`config.mk`:
```
export PLATFORM = sky130hd
export DESIGN_NAME = cmf_slot_unit
export DESIGN_NICKNAME = d
export VERILOG_FILES = /design/src/rtl/cmf_slot_unit.sv
export SDC_FILE = /design/constraint.sdc
export NUM_CORES = 1
export LEC_CHECK = 0
export BUFFER_PORTS_ARGS = -buffer_cell sky130_fd_sc_hd__buf_2
export CORE_AREA = 5 5 42 44
export DETAILED_ROUTE_END_ITERATION = 8
export DIE_AREA = 0 0 47 49
export PLACE_DENSITY = 0.34
export SLEW_MARGIN = 20
export SYNTH_ARGS = -nofsm -noshare
export SYNTH_HDL_FRONTEND = slang
export SYNTH_SLANG_ARGS = --single-unit
```
`constraint.sdc`:
```
create_clock -name vclk -period 1.5
set_input_delay 0.3 -clock vclk [all_inputs]
set_output_delay 0.3 -clock vclk [all_outputs]
set_load 0.02 [all_outputs]
```
`src/rtl/cmf_slot_unit.sv`:
```
module cmf_slot_unit #(
    parameter int QUEUE_DEPTH = 16
) (
    input  logic [((QUEUE_DEPTH > 1) ? $clog2(QUEUE_DEPTH) : 1)-1:0] i_base,
    input  logic [$clog2(QUEUE_DEPTH + 1)-1:0]                       i_offset,
    output logic [((QUEUE_DEPTH > 1) ? $clog2(QUEUE_DEPTH) : 1)-1:0] o_slot
);

    localparam int QW = (QUEUE_DEPTH > 1) ? $clog2(QUEUE_DEPTH) : 1;
    localparam int CW = $clog2(QUEUE_DEPTH + 1);

    logic [CW:0] sum;
    logic [CW:0] wrapped;

    // ring position: base plus offset, wrapped once past the queue depth
    always_comb begin
        sum     = (CW + 1)'(i_base) + (CW + 1)'(i_offset);
        wrapped = sum - (CW + 1)'(QUEUE_DEPTH);
        if (sum >= (CW + 1)'(QUEUE_DEPTH)) begin
            o_slot = QW'(wrapped);
        end else begin
            o_slot = QW'(sum);
        end
    end

endmodule

```
Yosys cells after proc, flatten, opt, wreduce, memory -nomap -nowiden
Cells that the tools add are included.

Input bits: 9. Register bits: 0. Output and inout bits: 4.

Order comparisons: 1. Multiplexer cells: 1. $add $sub $neg: 2.

Operators by type and width (count): 4-bit by 5-bit adder with 6-bit output (1); 6-bit by 5-bit greater-or-equal comparator with 1-bit output, second input constant (1); 4-bit two-way mux (1); 4-bit by 1-bit subtractor with 4-bit output, second input constant (1).

Longest topological paths before layout
Depth after elaboration: 3. Gate-level depth with buffers: 4. Gate-level depth less buffers: 4.

Worst setup path after synthesis
OpenSTA, ideal clock, no wires.

Path kind: input -> output. Start point: in i_base[0] (netlist bit). End point: out o_slot[2] (netlist bit). Path slack: -52 ps. Required time: 1200 ps. Arrival: 1252 ps. Cell stages on the path: 3. Cells stage by stage: ha_1 > fa_1 > xor2_1.

Longest elaborated chain between the ends: 3. Elaborated cells between the ends (all ways): 4. Classes of those cells: 2 x add/sub; 1 x order compare; 1 x mux.

RTL lines: start: declaration (line 4) `input logic [((QUEUE_DEPTH > 1) ? $clog2(QUEUE_DEPTH) : 1)-1:0] i_base,`; 4-bit by 5-bit adder with 6-bit output (*) (line 17) `sum = (CW + 1)'(i_base) + (CW + 1)'(i_offset);`; 6-bit by 5-bit greater-or-equal comparator with 1-bit output / 4-bit by 1-bit subtractor with 4-bit output (equally long branches) (line 19, 18); 4-bit two-way mux (*) (line 19) `if (sum >= (CW + 1)'(QUEUE_DEPTH)) begin`; end: declaration (line 6) `output logic [((QUEUE_DEPTH > 1) ? $clog2(QUEUE_DEPTH) : 1)-1:0] o_slot`.

Every way passes the cells marked *; elsewhere a longest branch is shown, timed or not.

Final worst setup path
Start point: in i_offset[1]. End point: out o_slot[3] (netlist bit).

Longest elaborated chain between the ends: 3. Elaborated cells between the ends (all ways): 4. Classes of those cells: 2 x add/sub; 1 x order compare; 1 x mux.

RTL lines: start: declaration (line 5) `input logic [$clog2(QUEUE_DEPTH + 1)-1:0] i_offset,`; 4-bit by 5-bit adder with 6-bit output (*) (line 17); 6-bit by 5-bit greater-or-equal comparator with 1-bit output / 4-bit by 1-bit subtractor with 4-bit output (equally long branches) (line 19, 18); 4-bit two-way mux (*) (line 19).

Marks and branches as above.

==> results summary <==
The final clock period utilization by the worst path came out at 102%. The detailed router finished its first iteration with 0 violations. The flip-flop and latch area is 0 um2. For this run, the total global-route usage over all layers was measured as 4.15%. The sequential element share of the synthesized area came out at 0%.

The global-route wire length before repair came out at 717 um. The global placer's final weighted congestion came out at 0.727. The via total after detailed routing came out at 122.

The launch instance of the worst min-delay path is i_base[0]. The slew at the pin closest to its max-slew limit came out at 0.182 ns. The ratio of total power to cell area is 451 mW/mm2. In this run the biggest area consumer among cell types represents 37.5% of the synthesized area. The synthesized cell area is 100 um2. The area added between synthesis and finish came out at 177%.

The min-delay analysis places its worst path in the category input port to output pin. The depth of the worst hold-timing path came out at 3. The initial antenna violation count is 0. The boundary pin count came out at 13.

Entering global routing, the biggest net connects 3 pins. The average instance in the mapped netlist occupies 11.1 um2. The data required time at the worst endpoint is 1.20 ns.

The residual DRC count is 0. The count of non-filler cells in the finished layout came out at 39. The number of global-route vias before repair was 166. Summed over all failing endpoints, the final setup total negative slack is -0.0314 ns. The floorplan step defined a die boundary enclosing 0.00230 mm2. In this run, placement finished with an instance count of 38.

The total nets after synthesis came out at 22. The post-synthesis cell type with the largest combined area is ha_1. The chip width came out at 47 um. The ratio of routed vias to standard cells came out at 3.13.

The count of clock buffers in the final design is 0. The final count of pins violating max slew was 0. For this configuration, the core starts out at a cell density of 7.14%. At the worst endpoint, the arrival time is 1.23 ns.

Sorting the synthesized cells by area gives the leading types as ha_1, fa_1, xor2_1, a21oi_2, xnor2_1. The standard-cell row count came out at 14. The final wirelength came out at 408 um. The run finished, with violations left. The number of diodes is 0. The number of distinct library cells after synthesis came out at 6.

Setup slack on the critical path of the routed design comes to -0.0283 ns. The net count of the finished layout came out at 38. The count of filler cells inserted in the layout came out at 171. In this run the static leakage power is 0.126 nW. The library cell used most frequently in the layout, excluding fill and tap cells, is buf_2. In the finished design the tool counted flip-flops and latches totalling 0. In the final routed layout, each cell accounts on average for 10.5 um.

The worst path in the final design needs a cycle of 1.53 ns, including I/O delays and setup. Setup repair after global routing could not meet its margin everywhere. The overall overflow remaining after global route came out at 0. In this run the worst setup path begins at i_offset[1]. The headroom to the max-slew limit is 87.8%. The worst setup path is captured at an output pin. The worst setup path is launched from an input port. Setup violations remaining at the end of the flow were counted as 3. The remaining antenna violation count is 0. The overall die height is 49 um. Based on the critical path, the design can be clocked at up to 0.654 GHz.

The core area is 0.00140 mm2. The share of final-layout standard cells stronger than drive strength 1 is 82.6%. The final reports fail on negative setup slack. Synthesis handed over a netlist of 9 instances. The number of hold violations in the final report was 0.

The Yosys step of the flow raised 0 warnings. In this run the tool buffered the top-level ports with 12 buffer cells. The maximum vdd ir drop came out at 0.105 mV. The critical path in this run is classified as input port to output pin.

The highest net fanout along the worst path is 2. For this run, the detailed router's first-pass iteration total came to 1. The top cell types in the final layout, fill and taps aside, are buf_2, buf_6, buf_4. The total of max-cap violations is 0.
-- where the power goes --
part	total, mW	switching (mW)	internal [mW]
Sequential	0	0	0
Clock	0	0	0
Combinational	0.125	0.0566	0.0688
-- worst paths after layout --
path	to	slack [ns]
hold / removal	o_slot[0]	0.94
setup / recovery	o_slot[3]	-0.03
-- critical path, stage by stage --
cell and delay (ns):
buf_8 0.10, ha_4 0.22, a21o_1 0.18, a21oi_2 0.13, xnor2_1 0.14, buf_4 0.17
-- synth_stat cells --
library cell / instances
a21oi_2: 1
xor2_1: 2
a21o_1: 1
xnor2_1: 1
fa_1: 1
ha_1: 3
-- cell type report --
type | count | area (um2) | share of cell area [%]
timing repair buffer | 14 | 123 | 44.1
multi-input combinational | 9 | 135 | 48.6
tap | 16 | 20.0 | 7.21
-- metrics by stage --
| stage | hold slack [ns] | util [%] | power, mW | worst slack, ns | area, um2 |
|---|---|---|---|---|---|
| floorplan | 0.800 | - | 0.0573 | 0.00467 | 108 |
| global placement | 0.946 | 13.9 | 0.0878 | -0.156 | 195 |
| detailed placement | 0.947 | 13.9 | 0.0924 | -0.164 | 195 |
| CTS | 0.932 | 19.6 | 0.126 | -0.0476 | 274 |
| global route | 0.957 | 19.8 | 0.139 | -0.0739 | 278 |
| finish | 0.936 | 19.8 | 0.125 | -0.0283 | 278 |
-- what timing repair did --
item	4_1_cts	5_1_grt
buffers inserted	1	0
hold buffers	0	0
setup endpoints to repair	3	3
resized for setup	16	1
pin swaps	7	0
-- routing by layer --
metal / up-vias / part of all wire [%] / GRT usage, %
met4: 0 / 0 / 0
li1: 59 / - / -
met5: - / 0 / 0
met3: 0 / 24 / 1.85
met2: 12 / 41 / 6.79
met1: 51 / 36 / 5.27
-- cell families after synthesis --
kind of cell	Yosys count	synth area share (%)
XOR/XNOR	3	26.3
adder cells (fa/ha/maj)	4	57.5
AO/OA/AOI/OAI	2	16.3
Power figures use the tool's default switching activity.
