**src/rtl/cmf_ram.sv**
```systemverilog
module cmf_ram #(
    parameter int WIDTH = 8,
    parameter int DEPTH = 16
) (
    input  logic                                   i_clk,
    input  logic                                   i_we,
    input  logic [((DEPTH > 1) ? $clog2(DEPTH) : 1)-1:0] i_waddr,
    input  logic [WIDTH-1:0]                       i_wdata,
    input  logic                                   i_re,
    input  logic [((DEPTH > 1) ? $clog2(DEPTH) : 1)-1:0] i_raddr,
    output logic [WIDTH-1:0]                       o_rdata
);

    logic [WIDTH-1:0] r_mem [DEPTH];
    logic [WIDTH-1:0] r_rdata;

    // one write port, one registered read port
    always_ff @(posedge i_clk) begin
        if (i_we) begin
            r_mem[i_waddr] <= i_wdata;
        end
        if (i_re) begin
            r_rdata <= r_mem[i_raddr];
        end
    end

    assign o_rdata = r_rdata;

endmodule

```
**config.mk**
```make
export PLATFORM = sky130hd
export DESIGN_NAME = cmf_ram
export DESIGN_NICKNAME = d
export VERILOG_FILES = /design/src/rtl/cmf_ram.sv
export SDC_FILE = /design/constraint.sdc
export NUM_CORES = 1
export LEC_CHECK = 0
export CAP_MARGIN = 0
export CORE_AREA = 2 2 101 151
export CTS_BUF_LIST = sky130_fd_sc_hd__clkbuf_4
export CTS_CLUSTER_DIAMETER = 60
export DETAILED_ROUTE_END_ITERATION = 10
export DIE_AREA = 0 0 103 153
export DONT_BUFFER_PORTS = 1
export SETUP_SLACK_MARGIN = 0.3
export SLEW_MARGIN = 20
export SYNTH_ARGS = -nofsm -noshare
export SYNTH_HDL_FRONTEND = slang
export SYNTH_SLANG_ARGS = --single-unit
export TNS_END_PERCENT = 20
```
**constraint.sdc**
```tcl
create_clock -name i_clk -period 2.3 [get_ports i_clk]
set_input_delay 0 -clock i_clk [delete_from_list [all_inputs] [get_ports i_clk]]
set_output_delay 0 -clock i_clk [all_outputs]
set_load 0.05 [all_outputs]
```
### Word level (Yosys, flattened, before mapping)

Memory sizes are Yosys's and may differ from the RTL's. A register that Yosys moved wholly into a read port is not among the register bits.
Index checks and enable logic that the tools add are counted.

* flip-flop bits (word level): 0
* latch bits: 0
* memory bits (writable): 128
* ROM bits: 0
* input port bits: 19
* output and inout bits: 8
* word-level logic and storage cells: 3
* memories kept: 1

Memories
* r_mem: words 16, bits a word 8, read ports 1, clocked after memory_dff 1, write ports 1, RTL line 14 `logic [WIDTH-1:0] r_mem [DEPTH];`

* add/sub/neg operators: 0
* multiply operators: 0
* div/mod/pow operators: 0
* magnitude comparators: 0
* eq/ne operators: 0
* shift operators: 0
* mux-type cells: 2
* bitwise operators: 0
* reductions and logical operators: 0

Operators with widths (number)
* $mux 1: 2

### Logic depth before layout (Yosys ltp)

* depth after elaboration: 2
* gate-level depth with buffers: 5
* mapped depth without buffers: 3

### Worst setup path after synthesis

OpenSTA, ideal clock, no wires.

* kind: input -> register
* start point: input port i_waddr[2] in the netlist's numbering
* end point: memory r_mem[0][0], enable pin
* setup time: 0.383 ns
* arrival: 1.110 ns
* data required time: 1.917 ns
* setup slack: 0.807 ns
* stages: 2
* buffers on the path: 0
* path through: or3b_2 -> nor3_1

RTL lines
* start: declaration: RTL line 7 `input logic [((DEPTH > 1) ? $clog2(DEPTH) : 1)-1:0] i_waddr,`
* end: declaration: RTL line 14

No word-level cell before the write port.

==> results.tsv <==
stage	metric	value	unit
clocking	buffer depth of the longest clock path	2	
timing	Slew headroom	0.394	
logic_synthesis	ys async rst share	0	
timing	final slew viol count	0	
cells_and_area	share of layout cells above drive strength 1	0.228	
logic_synthesis	mux cell area share after synthesis	0.148	
worst_setup_path	WP data required	2.58	ns
worst_setup_path	Crit Path Max Fanout	1	
logic_synthesis	most frequent cell after synthesis	edfxtp_1	
place	Final Wtd Congestion	0.748	
global_route	number of global-route vias before repair	2548	
worst_setup_path	slowest CP cell	dlygate4sd3_1	
cells_and_area	Nets	291	
min_path	Worst Hold Class	input port to flip-flop	
power	Clk network pwr share	0.359	
logic_synthesis	post-synth net total	248	
power	pwr dens	797	nW/um^2
logic_synthesis	synthesized-area fraction occupied by adder cells	0	
global_route	initial antenna violation count	1	
floorplan	num ports	27	
logic_synthesis	top post-synthesis cells by count	edfxtp_1 (136), mux4_2 (18), a22oi_1 (16)	
status	status	completed	
power	combinational share of power	0.051	
clocking	clock-pin slew on the worst setup and hold paths	0.12	ns
logic_synthesis	Warnings, synthesis	0	
drt	1st-iter DRT viols	308	
worst_setup_path	peak per-stage delay on the critical path	0.57	ns
floorplan	Die Span X	103	um
logic_synthesis	top_reg_cell synth	edfxtp_1	
logic_synthesis	Synth Area in XOR/XNOR	0	
logic_synthesis	simple-gate area share of the yosys netlist	0.0314	
worst_setup_path	critical path, cell by cell	mux4_1, dlygate4sd3_1, a22oi_1, nand2_1	
logic_synthesis	Post-synth EDFFs	136	
timing	Setup Skew	0.0135	ns
power	Sw Pwr	1.06	mW
timing	endpoints failing setup	0	
drt	Vias/cell	4.99	
clocking	clk root buf	clkbuf_4	
timing	Final Hold Vio Count	0	
cells_and_area	Fillers	1311	
worst_setup_path	WS Path Type	flip-flop to flip-flop	
clocking	setup bufs post-CTS	0	
power	Seq pwr share	0.590	
global_route	total grt overflow	0	
timing	fin crit share	0.830	
power	Leak	1.94	nW
logic_synthesis	Mapped Cells	229	
clocking	H-tree Lvls	4	
power	sw frac	0.220	
timing	fin crit period	1.91	ns
timing	RSZ-0062 raised after global routing	no	
timing	setup TNS	0	ns
run	Max-Cap Viols	0	
cells_and_area	fin util	0.419	
clocking	Sink Count	136	
clocking	clk_lat worst skew	0.52	ns
clocking	total CTS buffers	17	
cells_and_area	Area growth, synth to finish	15.8	%
floorplan	Core ar.	14500	um^2
logic_synthesis	share of Yosys cell area claimed by the top area cell type	0.781	
floorplan	Die Y	153	um
logic_synthesis	compound-cell area share of the yosys netlist	0.0230	
drt	Pre-Repair DR Iteration Count	4	
logic_synthesis	synthesized area	5230	um^2
worst_setup_path	CP bufs+invs	1	
drt	final wirelength	10100	um
drt	drc violations	0	
logic_synthesis	Cell variety after synth	18	
drt	Routed Antenna Nets	0	
logic_synthesis	sequential area share after synthesis	0.781	
floorplan	Rows	54	
logic_synthesis	Yosys top cell by area	edfxtp_1	
worst_setup_path	Crit path max-delay family	buffers and inverters	
clocking	hold_buf cts	21	
global_route	GRT Total Usage	0.139	
drt	routed via count	2406	
global_route	first-pass GRT wire length	15300	um
floorplan	Starting Density	0.362	
place	Port Buffers	0	
power	P_int	3.76	mW
logic_synthesis	Area contributors post-synth	edfxtp_1 (78%), mux4_2 (7.8%), mux4_1 (7.0%)	
place	DP Wirelength	6290	um
drt	wire per inst	21.0	um
worst_setup_path	Crit path arrival time	2.19	ns
logic_synthesis	FF+latch count, synth	136	
power	Peak supply drop	392	uV
timing	worst slew pin tran	0.906	ns
clocking	cts repair resizes	0	
worst_setup_path	CP endpoint kind	flip-flop	
logic_synthesis	largest family of logic cells by synthesized area	multiplexers	
global_route	pin count of the biggest net entering global routing	33	
clocking	CTS tree	done	
logic_synthesis	Avg Cell Area, Syn	22.8	um^2
worst_setup_path	CP Launch Type	flip-flop	
timing	max frequency	524	MHz
floorplan	die area	15800	um^2
## cell families after synthesis
logic type / count (synthesis)
buf+inv: 10
mux: 32
compound gates: 16
flops: 136
simple gates: 35
## worst register-to-register path: cells and delay by family, from the launching register on
| family | cells | cell delay, ns |
|---|---|---|
| flip-flops | 1 | 0.36 |
| multiplexers | 1 | 0.49 |
| buffers and inverters | 1 | 0.57 |
| AO/OA/AOI/OAI | 1 | 0.19 |
| AND/OR/NAND/NOR | 1 | 0.07 |
## final timing paths
check,from,end,slack [ns],cells after the start
hold / removal,i_we,r_mem[10][5],0.07,3
hold reg to reg,r_mem[12][3],o_rdata[3],0.77,3
setup / recovery,r_mem[1][0],o_rdata[0],0.39,4
setup reg to reg,r_mem[1][0],o_rdata[0],0.39,4
## flip-flops by register name, summed over array words and instances (netlist names)
register and flops:
r_mem 128, o_rdata 8
## routing by layer
metal / routed length (um) / part of all wire / up-vias / GRT usage
li1: - / - / 1074 / -
met1: 4170 / 0.41 / 1243 / 0.176
met2: 5360 / 0.53 / 74 / 0.231
met3: 460 / 0.045 / 15 / 0.0389
met4: 131 / 0.013 / 0 / 0.0451
met5: 0 / 0 / - / 0
## cell type report
cell class	count	area [um^2]	share of cell area
tap	196	245	0.0405
clock buffer	17	128	0.0211
multi-input combinational	83	1060	0.175
clock inverter	15	203	0.0335
timing repair buffer	34	335	0.0554
sequential	136	4080	0.675
antenna	1	2.50	0.000413
## power by group through the flow
stage	logic, mW	registers [mW]	clock network, mW
after detailed placement	0.153	2.91	0
after CTS	0.251	2.85	1.78
after floorplan	0.141	2.90	0
final	0.246	2.85	1.73
after global routing	0.268	2.85	1.88
after global placement	0.151	2.90	0
## placed cells by master, fill, tap and decap left out, drive strengths merged
master and n:
bufinv 4, and2b 1, nand2 9, diode 1, nor3 4, mux4 32
clkinvlp 4, and2 1, nand3b 2, a22oi 16, buf 15, edfxtp 136
nor2 13, clkbuf 17, inv 1, nand3 1, clkinv 6, or3b 1
dlygate4sd3 19, nand2b 2, nor2b 1
## per-stage QoR
stage	power (mW)	cell area (um^2)	cells	hold WS, ns	setup slack, ns
after CTS	4.88	6050	481	0.0109	0.399
final	4.83	6050	482	0.0667	0.390
after detailed placement	3.06	5480	428	0.0994	0.694
after global placement	3.05	5480	428	0.0996	0.718
after global routing	5.01	6050	482	0.0211	0.333
after floorplan	3.04	5230	229	0.0989	0.807
No activity file was read; power rests on OpenSTA's default activity.
